$ cat src/concentration_inversion_solubility_assert.svh
// Assertion macros used by the concentration inversion front end.
`ifndef CONCENTRATION_INVERSION_SOLUBILITY_ASSERT_SVH
`define CONCENTRATION_INVERSION_SOLUBILITY_ASSERT_SVH

// Same-cycle implication, disabled during reset.
`define CIS_ASSERT_IMP(name, clk, rst_n, ante, cons) \
    name: assert property (@(posedge clk) disable iff (!(rst_n)) (ante) |-> (cons)) \
        else $error("assertion failed");

// Next-cycle implication, disabled during reset.
`define CIS_ASSERT_NEXT(name, clk, rst_n, ante, cons) \
    name: assert property (@(posedge clk) disable iff (!(rst_n)) (ante) |=> (cons)) \
        else $error("assertion failed");

`endif

$ cat src/cis_pkg.sv
// Shared types, constants and saturating arithmetic for the concentration inversion block.
package cis_pkg;

    localparam int DIV_STEPS = 96;
    localparam int DIV_LAT   = DIV_STEPS + 2;
    localparam int MUL_LAT   = 2;
    localparam int QDEPTH    = 4;
    localparam int QPTR_W    = $clog2(QDEPTH);
    localparam int QCNT_W    = $clog2(QDEPTH + 1);

    localparam logic signed [63:0] QMAX = 64'sh7FFF_FFFF_FFFF_FFFF;
    localparam logic signed [63:0] QMIN = 64'sh8000_0000_0000_0000;

    localparam int ADDR_W = 5;
    localparam logic [1:0] REG_TOL   = 2'd0;
    localparam logic [1:0] REG_KEEP  = 2'd1;
    localparam logic [1:0] REG_TRACK = 2'd2;

    typedef struct packed {
        logic [62:0] tol;
        logic        keep;
        logic        track;
    } t_cfg;

    typedef struct packed {
        logic signed [63:0] wn;
        logic signed [63:0] ws;
        logic signed [63:0] q;
        logic signed [63:0] s;
        logic [62:0]        cv;
        logic signed [63:0] lim;
        logic signed [63:0] wt;
        logic signed [63:0] thr;
        logic signed [63:0] c;
        logic signed [63:0] row;
        logic signed [63:0] d;
        logic               precip;
        logic               diss;
    } t_item;

    function automatic logic signed [63:0] sadd(input logic signed [63:0] a,
                                                input logic signed [63:0] b);
        logic [64:0] t;
        t = {a[63], a} + {b[63], b};
        if (t[64] != t[63]) return t[64] ? QMIN : QMAX;
        return $signed(t[63:0]);
    endfunction

    function automatic logic signed [63:0] ssub(input logic signed [63:0] a,
                                                input logic signed [63:0] b);
        logic [64:0] t;
        t = {a[63], a} - {b[63], b};
        if (t[64] != t[63]) return t[64] ? QMIN : QMAX;
        return $signed(t[63:0]);
    endfunction

    function automatic logic [63:0] mag(input logic signed [63:0] a);
        return a[63] ? 64'(-a) : 64'(a);
    endfunction

    function automatic logic signed [63:0] sat_mag(input logic [63:0] m, input logic neg,
                                                   input logic ovf);
        if (neg) begin
            return (ovf || m[63]) ? QMIN : $signed(-m);
        end
        return (ovf || m[63]) ? QMAX : $signed(m);
    endfunction

endpackage

$ cat src/cis_front.sv
// Front end: configuration registers, request intake and the request queue.
`include "concentration_inversion_solubility_assert.svh"
module cis_front import cis_pkg::*; (
    input  logic               i_clk,
    input  logic               i_rst_n,
    input  logic               psel,
    input  logic               penable,
    input  logic               pwrite,
    input  logic [ADDR_W-1:0]  paddr,
    input  logic [63:0]        pwdata,
    output logic [63:0]        prdata,
    output logic               pready,
    input  logic               start,
    output logic               busy,
    input  logic signed [63:0] i_liquid_water,
    input  logic signed [63:0] i_water_outflow,
    input  logic signed [63:0] i_conserved_amount,
    input  logic signed [63:0] i_solid_amount,
    input  logic [62:0]        i_cell_volume,
    input  logic signed [63:0] i_solubility_limit,
    output t_cfg               o_cfg,
    output logic               o_valid,
    output t_item              o_item
);

    t_cfg              r_cfg;
    t_item             r_fifo [0:QDEPTH-1];
    logic [QPTR_W-1:0] r_wr_ptr;
    logic [QPTR_W-1:0] r_rd_ptr;
    logic [QCNT_W-1:0] r_count;
    logic              push;
    logic              pop;
    logic              cfg_wr;
    t_item             n_item;

    assign pready = 1'b1;
    assign cfg_wr = psel && penable && pwrite;

    always_ff @(posedge i_clk) begin
        if (!i_rst_n) begin
            r_cfg.tol   <= '0;
            r_cfg.keep  <= 1'b0;
            r_cfg.track <= 1'b1;
        end else if (cfg_wr) begin
            unique case (paddr[4:3])
                REG_TOL:   r_cfg.tol   <= pwdata[62:0];
                REG_KEEP:  r_cfg.keep  <= pwdata[0];
                REG_TRACK: r_cfg.track <= pwdata[0];
                default:   ;
            endcase
        end
    end

    always_comb begin
        unique case (paddr[4:3])
            REG_TOL:   prdata = {1'b0, r_cfg.tol};
            REG_KEEP:  prdata = {63'd0, r_cfg.keep};
            REG_TRACK: prdata = {63'd0, r_cfg.track};
            default:   prdata = '0;
        endcase
    end

    assign busy = r_count == QCNT_W'(QDEPTH);
    assign push = start && !busy;
    assign pop  = r_count != '0;

    always_comb begin
        n_item     = '0;
        n_item.wn  = i_liquid_water;
        n_item.ws  = i_water_outflow;
        n_item.q   = i_conserved_amount;
        n_item.s   = i_solid_amount;
        n_item.cv  = i_cell_volume;
        n_item.lim = i_solubility_limit;
        n_item.wt  = sadd(i_water_outflow, i_liquid_water);
    end

    always_ff @(posedge i_clk) begin
        if (push) begin
            r_fifo[r_wr_ptr] <= n_item;
        end
    end

    always_ff @(posedge i_clk) begin
        if (!i_rst_n) begin
            r_wr_ptr <= '0;
            r_rd_ptr <= '0;
            r_count  <= '0;
        end else begin
            if (push) r_wr_ptr <= r_wr_ptr + 1'b1;
            if (pop)  r_rd_ptr <= r_rd_ptr + 1'b1;
            r_count <= r_count + QCNT_W'(push) - QCNT_W'(pop);
        end
    end

    assign o_cfg   = r_cfg;
    assign o_valid = pop;
    assign o_item  = r_fifo[r_rd_ptr];

    `CIS_ASSERT_IMP(a_count_bound, i_clk, i_rst_n, 1'b1, r_count <= QCNT_W'(QDEPTH))
    `CIS_ASSERT_NEXT(a_count_up, i_clk, i_rst_n, push && !pop, r_count == $past(r_count) + 1'b1)
    `CIS_ASSERT_NEXT(a_drain, i_clk, i_rst_n, pop && !push, r_count == $past(r_count) - 1'b1)

endmodule

$ cat config.mk
export PLATFORM = sky130hd
export DESIGN_NAME = cis_front
export DESIGN_NICKNAME = d
export VERILOG_FILES = /design/src/cis_pkg.sv /design/src/cis_front.sv
export VERILOG_INCLUDE_DIRS = /design/src /design/src/src
export SDC_FILE = /design/constraint.sdc
export NUM_CORES = 2
export LEC_CHECK = 0
export BUFFER_PORTS_ARGS = -buffer_cell sky130_fd_sc_hd__clkbuf_2
export CAP_MARGIN = 20
export CORE_AREA = 2 2 502 504
export CTS_BUF_LIST = sky130_fd_sc_hd__clkbuf_2 sky130_fd_sc_hd__clkbuf_4 sky130_fd_sc_hd__clkbuf_8
export DETAILED_ROUTE_END_ITERATION = 10
export DIE_AREA = 0 0 504 506
export SETUP_SLACK_MARGIN = 0.02
export SLEW_MARGIN = 0
export SYNTH_ARGS = -nofsm -noshare
export SYNTH_HDL_FRONTEND = slang
export SYNTH_SLANG_ARGS = --single-unit
$ cat constraint.sdc
create_clock -name i_clk -period 18.9 [get_ports i_clk]
set_input_delay 2.835 -clock i_clk [delete_from_list [all_inputs] [get_ports i_clk]]
set_output_delay 2.835 -clock i_clk [all_outputs]
set_load 0.005 [all_outputs]
==> run summary <==
The flow ran to the end, and the final reports show no timing, DRC or antenna violations. For the fill cell instance count of the final layout, the log shows 23780. In this run the mean area of a mapped cell was 19.9 µm². The power per unit of standard cell area works out to 137 nW/µm². The flip-flop cell with the highest count after synthesis was edfxtp_1. The gate count of the mapped netlist is 3722, and the highest net fanout along the worst path is 56.

Endpoint arrival time on the critical path: 4.88 ns. Once the clock tree was built, the resizer swapped 0 gates to a different size. At the pin with the least slew margin, the transition time is 1.08 ns.

Counting flops and latches in the post-synthesis netlist gives 1862. The layout cell share with drive strength beyond 1 was 0.396. The analysis attributes to net switching a power of 3.66 mW. Wires add up to 214000 µm. The number of buffers inserted by port buffering is 1030. The worst hold margin was 0.480 ns; the area of the core region was 250000 µm².

Worst reg2reg path startpoint: r_count[1]$_SDFF_PN0_. The via count of the first global-routing pass came out at 40140. The die footprint was 255000 µm². Setup repair after global routing left no endpoint under its margin. Maximum achievable frequency: 130 MHz. In this run the deepest clock path goes through 4 buffers. The post-synthesis cell area was 74100 µm²; the met3 layer wire length in the routed design was 21800 µm. Walking the worst path, the cells encountered are buf_4 > buf_4 > buf_4 > mux4_2 > clkbuf_2. The first detailed-routing pass took 5 iterations. The tool flagged a number of max-cap violations equal to 0. In this run the static leakage power is 30.7 nW. For this design, the CTS-stage hold fixing added 0 buffers. Slack of the worst reg-to-reg path: 13.68 ns. The largest single stage delay on the critical path is 0.84 ns. In this run the number of H-tree levels came out at 5.

The root buffer selected by CTS was clkbuf_8. The critical path is of the flip-flop to output port type. The switching power as a share of total power is 0.302, and the die extent in x is 504 µm. The detailed placer's ending HPWL is 148000 µm, and the final cycle utilization of the critical path is 0.408. The number of pins exceeding their max-slew limit in the final report was 0. Before CTS, the worst setup slack after placement is 10.91 ns.

The effective utilization at floorplan came out at 0.296. Number of clock sinks seen by CTS: 1862. Global routing finished with a remaining overflow of 0.

After the first detailed-routing iteration, the DRC count stood at 2971. The total CTS buffers came out at 334. The first global-routing pass estimated 298000 µm of wire. The tools report the relative slew slack as 0.278. Across the VDD grid, the largest voltage drop is 0.000103 V. Among all stages on the critical path, the largest delay is contributed by dfxtp_4. For the final-report hold violation count, the log shows 0. In this run, distinct cell masters in the synthesized netlist total 71. The worst setup path is launched from a flip-flop. In this run the most critical hold path is launched from o_cfg[37]$_SDFFE_PN0P_. The fraction of the yosys area taken by sequential cells came out at 0.745. The synthesized design contains 1788 enable-type register cells.

The global router's overall resource usage was 0.162. The routed length on met2 was 98600 µm. For the pin count of the biggest net entering global routing, the log shows 139.

The initialized floorplan defines 184 standard-cell rows. The number of warnings reported in the yosys synthesis log was 0. The remaining routing DRC violations was 0. Class of the most critical hold timing path: flip-flop to flip-flop. The tools report the post-route setup TNS as 0 ns.

The most numerous cell type found on the critical path is buf_4. The share of flip-flops with an asynchronous set or reset works out to 0. The part of the power in combinational logic is 0.275.

The final setup slack of the worst path is 11.19 ns. At the end of routability-driven placement, the weighted congestion stood at 1.03. Final setup violation count: 0. STA puts the critical path data required time at 16.07 ns. The die is 506 µm tall. The post-CTS setup buffer count is 0. The worst setup path is captured at an output port. The layout overhead on the synthesized area came out at 19.5%. The clock reaches the later pin of the worst-skew pair after 1.06 ns. The top layer used by detailed routing is met5.

The final layout contains 5493 nets. The initial antenna violation count is 79. The number of placed I/O pins came out at 1295. Dividing the detail-routed wire length by the instance count gives 25.0 µm. On the final layout, the worst clock skew is 0.0847 ns. Internal power comes to 8.47 mW. For the count of vias placed by the detailed router, the log shows 39779. TritonCTS built the clock tree. The clock-pin slew of the registers on the worst-case setup and hold paths was 0.06 ns.

The antenna violation net count after detailed routing was 0; the final critical delay including setup and external delays was 7.71 ns. The share of power burned in registers is 0.427, and the portion of total power attributed to the clock network is 0.297. After detailed routing, the wire length on met1 is 88100 µm. The average via count per standard cell was 4.65.
[power groups by stage]
stage	Combinational (mW)	Clock, mW	Sequential [mW]
6_report	3.34	3.61	5.18
3_3_place_gp	3.42	0	5.24
5_1_grt	3.58	3.90	5.22
4_1_cts	3.44	3.73	5.19
2_1_floorplan	1.86	0	5.43
3_5_place_dp	3.43	0	5.27
[area by class of cell]
class / count / area, µm² / area share
clock buffers: 435 / 5370 / 0.0607
flip-flops and latches: 1862 / 55200 / 0.623
clock inverters: 123 / 877 / 0.00990
diodes: 17 / 42.5 / 0.000480
well taps: 3348 / 4190 / 0.0473
inverters: 27 / 101 / 0.00114
repair buffers: 1075 / 5620 / 0.0634
multi-input cells: 1663 / 17200 / 0.194
[worst paths after layout]
path | endpoint | cells past startpoint
max | o_item[309] | 5
min | o_cfg[37]$_SDFFE_PN0P_ | 2
max reg2reg | r_fifo[1][277]$_DFFE_PP_ | 7
min reg2reg | o_cfg[37]$_SDFFE_PN0P_ | 2
[cell families (layout without fill, tap and decap cells)]
group / Yosys count / in the layout / share of synthesized area
flops: 1862 / 1862 / 0.745
buf+inv: 455 / 1660 / 0.0368
fa+ha+maj: 76 / 76 / 0.0129
compound gates: 358 / 358 / 0.0324
other cells: 2 / 277 / 0.000101
xor+xnor: 64 / 64 / 0.00757
mux: 454 / 454 / 0.137
simple gates: 451 / 451 / 0.0285
[critical path: cells and delay by family (launching register included)]
kind	cells	cell delay (ns)
buf+inv	4	2.44
mux	1	0.46
flops	1	0.84
[layout by cell type (no fill, tap or decap), types with 16 or more instances in the layout]
master,count
a21boi_0,65
a21o_1,31
a21oi_1,92
and2_1,73
buf_4,35
clkbuf_2,1030
clkbuf_4,98
clkbuf_8,337
clkinv_1,68
clkinv_2,27
conb_1,260
dfxtp_1,72
diode_2,17
edfxtp_1,1788
ha_1,70
inv_1,27
mux4_2,447
nand2_1,189
nand3_1,16
nand4_1,20
nor2_1,94
o21ai_0,55
o21bai_1,16
o22ai_1,22
xnor2_1,44
xor2_1,20
[routing by layer]
layer  up-vias  track usage
met5         -            0
met4        34       0.0421
met3       408       0.0650
met2      1637        0.253
met1     20668        0.209
li1      17032            -
[synth_stat cells, types with 9 or more instances]
cell type,number,share of area
o211ai_1,10,0.0010
dfxtp_1,74,0.020
edfxtp_1,1788,0.72
a21o_1,31,0.0031
buf_4,263,0.027
o22ai_2,9,0.0015
nand2_1,189,0.0096
ha_1,70,0.012
xor2_1,20,0.0024
o22ai_1,22,0.0019
a21boi_0,65,0.0066
a211oi_1,10,0.0010
nor2_1,95,0.0048
and2_1,77,0.0065
o21bai_1,16,0.0016
inv_1,27,0.0014
buf_2,10,0.00068
mux4_2,447,0.14
nor3_1,10,0.00068
buf_1,56,0.0028
nand4_1,20,0.0017
clkbuf_1,96,0.0049
o21ai_0,55,0.0037
nand3_1,16,0.0011
a21oi_1,92,0.0062
xnor2_1,44,0.0052
[sequential cells by signal (all words and copies together) (netlist names), named ones only]
register and flops:
r_count 3, r_fifo 1788, r_rd_ptr 2, r_wr_ptr 2, o_cfg 65
[per-stage QoR]
stage	std cells	total power, mW	area, µm²	utilization
2_1_floorplan	3980	7.29	75100	-
3_3_place_gp	7975	8.67	82300	0.329
3_5_place_dp	7975	8.70	82300	0.329
4_1_cts	8533	12.4	88500	0.354
5_1_grt	8538	12.7	88500	0.354
6_report	8550	12.1	88600	0.354
Note: power is estimated with default switching activity, not from simulation.
